**src/rtl/core/mch_pkg.sv**
```systemverilog
// ----------------------------------------------------------------------------
// mch_pkg
// Types and constants shared by the magnetometer heading and calibration unit.
// ----------------------------------------------------------------------------
package mch_pkg;

  typedef struct packed {
    logic signed [15:0] sample_z;
    logic signed [15:0] sample_y;
    logic signed [15:0] sample_x;
  } mch_in_t;

  typedef struct packed {
    logic               ratio_xz_bad;
    logic               ratio_xy_bad;
    logic        [31:0] ratio_xz;
    logic        [31:0] ratio_xy;
    logic signed [15:0] offset_z;
    logic signed [15:0] offset_y;
    logic signed [15:0] offset_x;
    logic               run_done;
    logic        [14:0] heading;
  } mch_out_t;

  typedef enum logic [1:0] {
    ST_IDLE,
    ST_WORK,
    ST_DONE
  } mch_state_e;

  localparam int unsigned CordicIters = 20;
  localparam int unsigned AngleShift  = 16;
  localparam int unsigned CalibReset  = 15000;
  localparam int unsigned DivBits     = 48;

  localparam logic signed [15:0] MaxReset = -16'sd20000;
  localparam logic signed [15:0] MinReset = 16'sd20000;

  // Angle of each CORDIC micro-rotation in degrees, Q.16.
  function automatic logic [21:0] atan_deg(input logic [4:0] idx);
    logic [21:0] r;
    case (idx)
      5'd0:  r = 22'd2949120;
      5'd1:  r = 22'd1740967;
      5'd2:  r = 22'd919879;
      5'd3:  r = 22'd466945;
      5'd4:  r = 22'd234379;
      5'd5:  r = 22'd117304;
      5'd6:  r = 22'd58666;
      5'd7:  r = 22'd29335;
      5'd8:  r = 22'd14668;
      5'd9:  r = 22'd7334;
      5'd10: r = 22'd3667;
      5'd11: r = 22'd1833;
      5'd12: r = 22'd917;
      5'd13: r = 22'd458;
      5'd14: r = 22'd229;
      5'd15: r = 22'd115;
      5'd16: r = 22'd57;
      5'd17: r = 22'd29;
      5'd18: r = 22'd14;
      5'd19: r = 22'd7;
      default: r = 22'd0;
    endcase
    return r;
  endfunction

endpackage

```
**src/rtl/core/mch_cordic.sv**
```systemverilog
// ----------------------------------------------------------------------------
// mch_cordic
// Vectoring CORDIC, one micro-rotation per cycle, giving the heading.
// ----------------------------------------------------------------------------
module mch_cordic import mch_pkg::*; #(
  parameter int unsigned FracBits = 6
) (
  input  logic               clk_i,
  input  logic               rst_ni,
  input  logic               start_i,
  input  logic signed [15:0] x_i,
  input  logic signed [15:0] y_i,
  output logic               done_o,
  output logic        [14:0] heading_o
);

  localparam int unsigned Drop = AngleShift - FracBits;

  logic signed [35:0] x_q, x_d, y_q, y_d;
  logic signed [25:0] z_q, z_d;
  logic        [4:0]  it_q, it_d;
  logic               busy_q, busy_d;
  logic               xneg_q, yneg_q, xzero_q, ypos_q;
  logic signed [35:0] dx, dy;
  logic signed [25:0] zc;
  logic signed [26:0] ang;
  logic        [26:0] hr;
  logic        [14:0] h;

  always_comb begin
    x_d    = x_q;
    y_d    = y_q;
    z_d    = z_q;
    it_d   = it_q;
    busy_d = busy_q;
    dx     = y_q >>> it_q;
    dy     = x_q >>> it_q;
    if (start_i) begin
      x_d    = {{4{1'b0}}, (x_i[15] ? 16'(-x_i) : 16'(x_i)), 16'b0} >>> 2;
      y_d    = {{4{1'b0}}, (y_i[15] ? 16'(-y_i) : 16'(y_i)), 16'b0} >>> 2;
      z_d    = '0;
      it_d   = '0;
      busy_d = (x_i != 16'sd0);
    end else if (busy_q) begin
      if (y_q > 0) begin
        x_d = x_q + dx;
        y_d = y_q - dy;
        z_d = z_q + 26'(atan_deg(it_q));
      end else begin
        x_d = x_q - dx;
        y_d = y_q + dy;
        z_d = z_q - 26'(atan_deg(it_q));
      end
      it_d = it_q + 5'd1;
      if (it_q == 5'(CordicIters - 1)) busy_d = 1'b0;
    end
  end

  always_ff @(posedge clk_i or negedge rst_ni) begin
    if (!rst_ni) begin
      busy_q <= 1'b0;
      it_q   <= '0;
    end else begin
      busy_q <= busy_d;
      it_q   <= it_d;
    end
  end

  always_ff @(posedge clk_i) begin
    x_q <= x_d;
    y_q <= y_d;
    z_q <= z_d;
    if (start_i) begin
      xneg_q  <= x_i[15];
      yneg_q  <= y_i[15];
      xzero_q <= (x_i == 16'sd0);
      ypos_q  <= (y_i > 16'sd0);
    end
  end

  assign done_o = !busy_q;

  always_comb begin
    zc = z_q;
    if (z_q < 0) zc = '0;
    if (z_q > 26'sd5898240) zc = 26'sd5898240;
    if (!xneg_q && !yneg_q)     ang = 27'(zc);
    else if (xneg_q && !yneg_q) ang = 27'sd11796480 - 27'(zc);
    else if (xneg_q)            ang = 27'sd11796480 + 27'(zc);
    else                        ang = 27'sd23592960 - 27'(zc);
    hr = (27'(ang) + (27'd1 << (Drop - 1))) >> Drop;
    h  = 15'(hr);
    if (hr >= 27'(360 << FracBits)) h = 15'(hr - 27'(360 << FracBits));
    if (xzero_q) h = ypos_q ? 15'(90 << FracBits) : 15'(270 << FracBits);
  end

  assign heading_o = h;

endmodule

```
**src/rtl/core/mch_div.sv**
```systemverilog
// ----------------------------------------------------------------------------
// mch_div
// Restoring divider, one quotient bit per cycle, for the span ratios.
// ----------------------------------------------------------------------------
module mch_div import mch_pkg::*; (
  input  logic        clk_i,
  input  logic        rst_ni,
  input  logic        start_i,
  input  logic [16:0] num_i,
  input  logic [16:0] den_i,
  output logic        done_o,
  output logic [31:0] quot_o,
  output logic        bad_o
);

  logic [47:0] q_q, q_d;
  logic [17:0] r_q, r_d;
  logic [16:0] den_q;
  logic [5:0]  cnt_q, cnt_d;
  logic        busy_q, busy_d;
  logic [17:0] trial;

  always_comb begin
    q_d    = q_q;
    r_d    = r_q;
    cnt_d  = cnt_q;
    busy_d = busy_q;
    trial  = {r_q[16:0], q_q[DivBits-1]} - {1'b0, den_q};
    if (start_i) begin
      q_d    = {15'b0, num_i, 16'b0};
      r_d    = '0;
      cnt_d  = '0;
      busy_d = 1'b1;
    end else if (busy_q) begin
      if (!trial[17]) begin
        r_d = trial;
        q_d = {q_q[DivBits-2:0], 1'b1};
      end else begin
        r_d = {r_q[16:0], q_q[DivBits-1]};
        q_d = {q_q[DivBits-2:0], 1'b0};
      end
      cnt_d = cnt_q + 6'd1;
      if (cnt_q == 6'(DivBits - 1)) busy_d = 1'b0;
    end
  end

  always_ff @(posedge clk_i or negedge rst_ni) begin
    if (!rst_ni) begin
      busy_q <= 1'b0;
      cnt_q  <= '0;
    end else begin
      busy_q <= busy_d;
      cnt_q  <= cnt_d;
    end
  end

  always_ff @(posedge clk_i) begin
    q_q <= q_d;
    r_q <= r_d;
    if (start_i) den_q <= den_i;
  end

  assign done_o = !busy_q;
  assign bad_o  = (den_q == 17'd0);
  assign quot_o = (bad_o || q_q[47:32] != 16'd0) ? 32'hFFFF_FFFF : q_q[31:0];

endmodule

```
**src/rtl/core/magnetometer_calibration_heading_unit.sv**
```systemverilog
// ----------------------------------------------------------------------------
// magnetometer_calibration_heading_unit
// Heading by CORDIC plus hard-iron min/max calibration with span ratios.
// ----------------------------------------------------------------------------
// One beat in gives one beat out. The result beat is offered once the two
// 48-step bit-serial ratio dividers, running beside the 20-step CORDIC, have
// finished. The result waits in an output register, and the next beat is
// accepted in the cycle after the result is loaded; the input stalls while the
// units work and while a finished result finds the output register still occupied.
module magnetometer_calibration_heading_unit import mch_pkg::*; #(
  parameter int unsigned HEADING_FRAC_BITS = 6
) (
  input  logic     clk_i,
  input  logic     rst_ni,
  input  logic     in_valid_i,
  output logic     in_ready_o,
  input  mch_in_t  in_data_i,
  output logic     out_valid_o,
  input  logic     out_ready_i,
  output mch_out_t out_data_o,
  input  logic     cfg_we_i,
  input  logic [15:0] cfg_wdata_i
);

  mch_state_e st_q, st_d;
  logic [15:0] calib_q, cnt_q, cnt_inc;
  logic signed [15:0] max_q [3];
  logic signed [15:0] min_q [3];
  logic signed [15:0] nmax [3];
  logic signed [15:0] nmin [3];
  logic signed [15:0] smp [3];
  logic signed [15:0] off [3];
  logic signed [15:0] off_q [3];
  logic [16:0] span [3];
  logic        fin, done_q;
  logic [1:0]  wait_q;
  logic        start;
  logic        load;
  logic        out_valid_q;
  logic        c_done, d1_done, d2_done, d1_bad, d2_bad;
  logic [14:0] head;
  logic [31:0] q1, q2;
  mch_out_t    res_q, res_d;
  logic signed [16:0] sum [3];

  assign start      = in_valid_i && in_ready_o;
  assign in_ready_o = (st_q == ST_IDLE);
  assign smp[0] = in_data_i.sample_x;
  assign smp[1] = in_data_i.sample_y;
  assign smp[2] = in_data_i.sample_z;
  assign cnt_inc = cnt_q + 16'd1;
  assign fin     = (cnt_inc >= calib_q);

  always_comb begin
    for (int k = 0; k < 3; k++) begin
      nmax[k] = (max_q[k] < smp[k]) ? smp[k] : max_q[k];
      nmin[k] = (min_q[k] > smp[k]) ? smp[k] : min_q[k];
      span[k] = (nmax[k][15] ? 17'(-17'(nmax[k])) : 17'(nmax[k]))
              + (nmin[k][15] ? 17'(-17'(nmin[k])) : 17'(nmin[k]));
      sum[k]  = 17'(nmax[k]) + 17'(nmin[k]);
      off[k]  = 16'(sum[k] - (sum[k] / 17'sd2));
    end
  end

  mch_cordic #(.FracBits(HEADING_FRAC_BITS)) u_cordic (
    .clk_i, .rst_ni, .start_i(start), .x_i(smp[0]), .y_i(smp[1]),
    .done_o(c_done), .heading_o(head)
  );
  mch_div u_div_xy (
    .clk_i, .rst_ni, .start_i(start), .num_i(span[0]), .den_i(span[1]),
    .done_o(d1_done), .quot_o(q1), .bad_o(d1_bad)
  );
  mch_div u_div_xz (
    .clk_i, .rst_ni, .start_i(start), .num_i(span[0]), .den_i(span[2]),
    .done_o(d2_done), .quot_o(q2), .bad_o(d2_bad)
  );

  always_comb begin
    st_d = st_q;
    load = 1'b0;
    case (st_q)
      ST_IDLE: if (start) st_d = ST_WORK;
      ST_WORK: begin
        if (wait_q == 2'd0 && c_done && d1_done && d2_done) begin
          if (!out_valid_q || out_ready_i) begin
            load = 1'b1;
            st_d = ST_IDLE;
          end else begin
            st_d = ST_DONE;
          end
        end
      end
      ST_DONE: begin
        if (!out_valid_q || out_ready_i) begin
          load = 1'b1;
          st_d = ST_IDLE;
        end
      end
      default: st_d = ST_IDLE;
    endcase
  end

  always_ff @(posedge clk_i or negedge rst_ni) begin
    if (!rst_ni) begin
      st_q        <= ST_IDLE;
      calib_q     <= 16'(CalibReset);
      cnt_q       <= '0;
      wait_q      <= '0;
      done_q      <= 1'b0;
      out_valid_q <= 1'b0;
      for (int k = 0; k < 3; k++) begin
        max_q[k] <= MaxReset;
        min_q[k] <= MinReset;
      end
    end else begin
      st_q <= st_d;
      if (cfg_we_i) calib_q <= cfg_wdata_i;
      wait_q <= start ? 2'd1 : 2'd0;
      if (load) begin
        out_valid_q <= 1'b1;
      end else if (out_ready_i) begin
        out_valid_q <= 1'b0;
      end
      if (start) begin
        done_q <= fin;
        cnt_q  <= fin ? 16'd0 : cnt_inc;
        for (int k = 0; k < 3; k++) begin
          max_q[k] <= fin ? MaxReset : nmax[k];
          min_q[k] <= fin ? MinReset : nmin[k];
        end
      end
    end
  end

  always_ff @(posedge clk_i) begin
    if (start) begin
      for (int k = 0; k < 3; k++) begin
        off_q[k] <= fin ? off[k] : 16'sd0;
      end
    end
  end

  always_comb begin
    res_d.heading      = head;
    res_d.run_done     = done_q;
    res_d.offset_x     = off_q[0];
    res_d.offset_y     = off_q[1];
    res_d.offset_z     = off_q[2];
    res_d.ratio_xy     = done_q ? q1 : 32'd0;
    res_d.ratio_xz     = done_q ? q2 : 32'd0;
    res_d.ratio_xy_bad = done_q && d1_bad;
    res_d.ratio_xz_bad = done_q && d2_bad;
  end

  always_ff @(posedge clk_i) begin
    if (load) res_q <= res_d;
  end

  assign out_data_o  = res_q;
  assign out_valid_o = out_valid_q;

  a_out_hold: assert property (@(posedge clk_i) disable iff (!rst_ni)
    (out_valid_o && !out_ready_i) |=> (out_valid_o && $stable(out_data_o)))
    else $error("result beat changed while waiting");
  a_units_done: assert property (@(posedge clk_i) disable iff (!rst_ni)
    (st_q == ST_DONE) |-> (c_done && d1_done && d2_done)) else $error("unit busy");
  a_load_done: assert property (@(posedge clk_i) disable iff (!rst_ni)
    load |-> (c_done && d1_done && d2_done)) else $error("result loaded early");
  a_cnt_range: assert property (@(posedge clk_i) disable iff (!rst_ni)
    (start && fin) |=> (cnt_q == 16'd0)) else $error("count not cleared");

endmodule
```
**config.mk**
```make
export PLATFORM = sky130hd
export DESIGN_NAME = magnetometer_calibration_heading_unit
export DESIGN_NICKNAME = d
export VERILOG_FILES = /design/src/rtl/core/mch_pkg.sv /design/src/rtl/core/mch_cordic.sv /design/src/rtl/core/mch_div.sv /design/src/rtl/core/magnetometer_calibration_heading_unit.sv
export SDC_FILE = /design/constraint.sdc
export NUM_CORES = 2
export LEC_CHECK = 0
export ABC_AREA = 1
export CAP_MARGIN = 25
export CORE_MARGIN = 2
export CORE_UTILIZATION = 55
export CTS_CLUSTER_DIAMETER = 120
export DETAILED_ROUTE_END_ITERATION = 10
export DONT_BUFFER_PORTS = 1
export GPL_ROUTABILITY_DRIVEN = 0
export GPL_TIMING_DRIVEN = 0
export PLACE_DENSITY = 0.7
export SLEW_MARGIN = 10
export SYNTH_ARGS = -nofsm -noshare
export SYNTH_HDL_FRONTEND = slang
export SYNTH_SLANG_ARGS = --single-unit
```
**constraint.sdc**
```tcl
create_clock -name clk_i -period 8 [get_ports clk_i]
set_clock_uncertainty 0.05 [all_clocks]
set_input_delay 0 -clock clk_i [delete_from_list [all_inputs] [get_ports clk_i]]
set_output_delay 0 -clock clk_i [all_outputs]
set_load 0.02 [all_outputs]
```
==> key figures <==
Logic synthesis
  • Most common cell in the netlist: nand2_1
  • Post-synthesis async set-or-reset flop share: 25.6%
  • Syn nets: 7018
  • Sequential-to-total area share from yosys stat: 32.6%
  • Mean Syn Cell Area: 7.36 µm²
  • Synth unique cells: 79
  • Synth top area share: 17.7%
  • #FFs+latches synth: 597
  • Top FF cell, synth: edfxtp_1
  • Yosys warning count: 0
  • Synth area leader: edfxtp_1
  • Synth Cell Area: 0.0478 mm²
  • Post-synth EDFFs: 282
  • Ranking of synthesized cells by area: edfxtp_1 (18%), ha_1 (12%), nand2_1 (10%), inv_1 (8.7%), dfxtp_1 (6.8%)
  • Top cells by count, synth: nand2_1 (1331), inv_1 (1111), o21ai_0 (560)
  • Syn Inst Count: 6493

Die
  • Die Height: 299 µm
  • Die X-Extent: 299 µm
  • Initial Utilization: 55.3%
  • Rows: 108
  • Core area: 0.0865 mm²
  • Die ar.: 0.0893 mm²
  • IO Pins: 201

Worst setup path
  • CP Max Fanout: 10
  • CP required: 8.35 ns
  • Critical path class: reg2reg
  • Worst EP arrival: 7.79 ns
  • Slowest-stage cell, CP: fa_1
  • Most common cell on crit path: nand2_1
  • Critical path capture point type: register
  • CP max stage delay: 0.40 ns
  • Startpoint Class: register

Final layout
  • Final Core Density: 62.1%
  • Layout overhead on the synthesized area: 12.4%
  • # nets final: 7252
  • Share of post-route cells with drive strength above 1: 5.78%

STA
  • Final worst setup slack: 0.565 ns
  • Crit path time final: 7.44 ns
  • Final setup viols: 0
  • Relative slew slack: 24.0%
  • Final setup TNS: 0 ns
  • Slew @ Worst Pin: 1.14 ns
  • Fmax: 0.134 GHz
  • Final Slew Violations: 0
  • Final Hold Fails: 0
  • Final period utilization: 92.9%

CTS
  • Clock sink count: 597
  • Latest clock arrival within the worst-skew pair: 0.66 ns
  • CTS buffer count: 72
  • CTS tree: done
  • Reg clk slew, reported paths: 0.06 ns
  • Bufs on Longest Clock Path: 3
  • Htree depth: 3
  • Root Buffer: clkbuf_16

Drt
  • Post-route DRC: 0
  • Via count: 45602
  • ANT nets after route: 0
  • Routed Wire Length: 151000 µm
  • Routed WL per cell: 19.0 µm
  • TritonRoute pass-1 iters: 10
  • Initial DRC Count: 4757
  • Vias per cell: 5.73

Global routing
  • Initial antenna violation count: 14
  • First-pass GRT wire length: 232000 µm
  • Total gr overflow: 0
  • GRT Total Usage: 33.0%
  • Pin count of the biggest net entering global routing: 154
  • Vias in the first global route: 42248

Placement
  • Port bufs: 0
  • Post-DP HPWL: 116000 µm
  • Pre-CTS setup slack: -0.365 ns

Run
  • Max-cap viol count: 0

Min path
  • HP Class: in2async

Run status
  • Status: finished clean
==> per-stage QoR <==
| stage | hold WS (ns) | instance area (µm²) | cells |
|---|---|---|---|
| 4_1_cts | 0.0291 | 53400 | 7935 |
| 3_5_place_dp | -0.339 | 49500 | 7663 |
| 2_1_floorplan | -0.346 | 47800 | 6493 |
| 5_1_grt | 0.0538 | 53700 | 7945 |
| 6_report | 0.0151 | 53700 | 7955 |
| 3_3_place_gp | -0.339 | 49300 | 7648 |
==> layout make-up <==
cell class	count	area, µm²
Tap cell	1155	1450
Multi-Input combinational cell	4557	27300
Sequential cell	597	15600
Clock buffer	87	1930
Fill cell	7845	32700
Buffer	209	966
Antenna cell	13	32.5
Inverter	1130	4240
Clock inverter	47	564
Timing Repair Buffer	160	1710
==> registers in the layout, indices dropped and copies added (netlist names), 6 cells and up <==
signal and cells:
calib_q 16, u_div_xy.cnt_q 6, u_div_xz.q_q 48, max_q 48
u_cordic.z_q 26, u_div_xy.q_q 48, u_div_xy.r_q 17, u_div_xz.cnt_q 6
u_cordic.y_q 36, cnt_q 16, u_cordic.x_q 36, off_q 48
min_q 48, u_div_xz.den_q 17, out_data_o 130, u_div_xy.den_q 17
u_div_xz.r_q 17
==> kinds of logic (layout without fill, tap and decap cells) <==
logic type / count (synthesis) / after routing / share of synthesized area [%]
other cells: 0 / 13 / 0
compound gates: 1517 / 1517 / 17.8
fa+ha+maj: 456 / 456 / 12.2
flops: 597 / 597 / 32.6
xor+xnor: 364 / 364 / 6.70
simple gates: 2186 / 2186 / 19.2
mux: 34 / 34 / 0.714
buf+inv: 1339 / 1633 / 10.8
==> path summary, 6_finish.rpt <==
kind                          startpoint          endpoint  slack [ns]  depth (start not counted)
setup / recovery                max_q[1]      off_q[0][47]        0.56                         49
hold / removal                    rst_ni          min_q[8]        0.02                          2
setup reg to reg                max_q[1]      off_q[0][47]        0.56                         49
hold reg to reg              off_q[0][4]    out_data_o[20]        0.37                          0
max in group asynchronous         rst_ni            done_q        7.24                          2
min in group clk_i         in_data_i[15]  u_cordic.x_q[24]        0.10                          5
==> critical path: cells and delay by family, from the launching register on <==
kind	cells	cell delay [ns]
AOI/OAI and AO/OA	11	1.83
xor gates and xnor gates	4	0.93
adders and majority gates	5	1.45
buffers and inverters	6	0.52
DFF	1	0.38
and+or+nand+nor	23	1.97
==> placed cells by master, fill, tap and decap left out, types with 23 or more instances in the layout <==
master         count
clkbuf_16         74
xor2_1           271
buf_2             43
inv_1           1111
nand4_1           47
o21ai_0          543
xnor2_1           88
o22ai_1          207
edfxtp_1         282
o21ai_1           88
o21a_1            26
dfrtp_1          110
dfstp_2           43
nand3_1          205
ha_1             439
dlygate4sd3_1    137
a31oi_1           39
a21oi_1          418
dfxtp_1          162
nor2_1           378
or2_2             23
clkbuf_1         130
o21bai_1          26
o211ai_1          30
nand2_1         1331
nor4_1            32
mux2i_1           33
nor3_1            91
==> per-layer routing <==
metal | vias to the layer above | track usage [%] | wire length (µm) | part of all wire [%]
li1 | 22085 | - | - | -
met1 | 20870 | 44.1 | 63500 | 42
met2 | 2138 | 50.2 | 63500 | 42
met3 | 497 | 9.35 | 16500 | 11
met4 | 12 | 13.3 | 7200 | 4.8
met5 | - | 0 | 73 | 0.048
==> what timing repair did <==
item,4_1_cts,5_1_grt
endpoints found under the setup margin,4,17
setup buffers,0,6
endpoints found under the hold margin,296,0
pin swaps,0,6
hold buffers,138,0
resized for setup,3,84
Power is left out: the tool's default activity adds up to more than one toggle a clock period on the data nets, which glitch-free logic cannot reach.
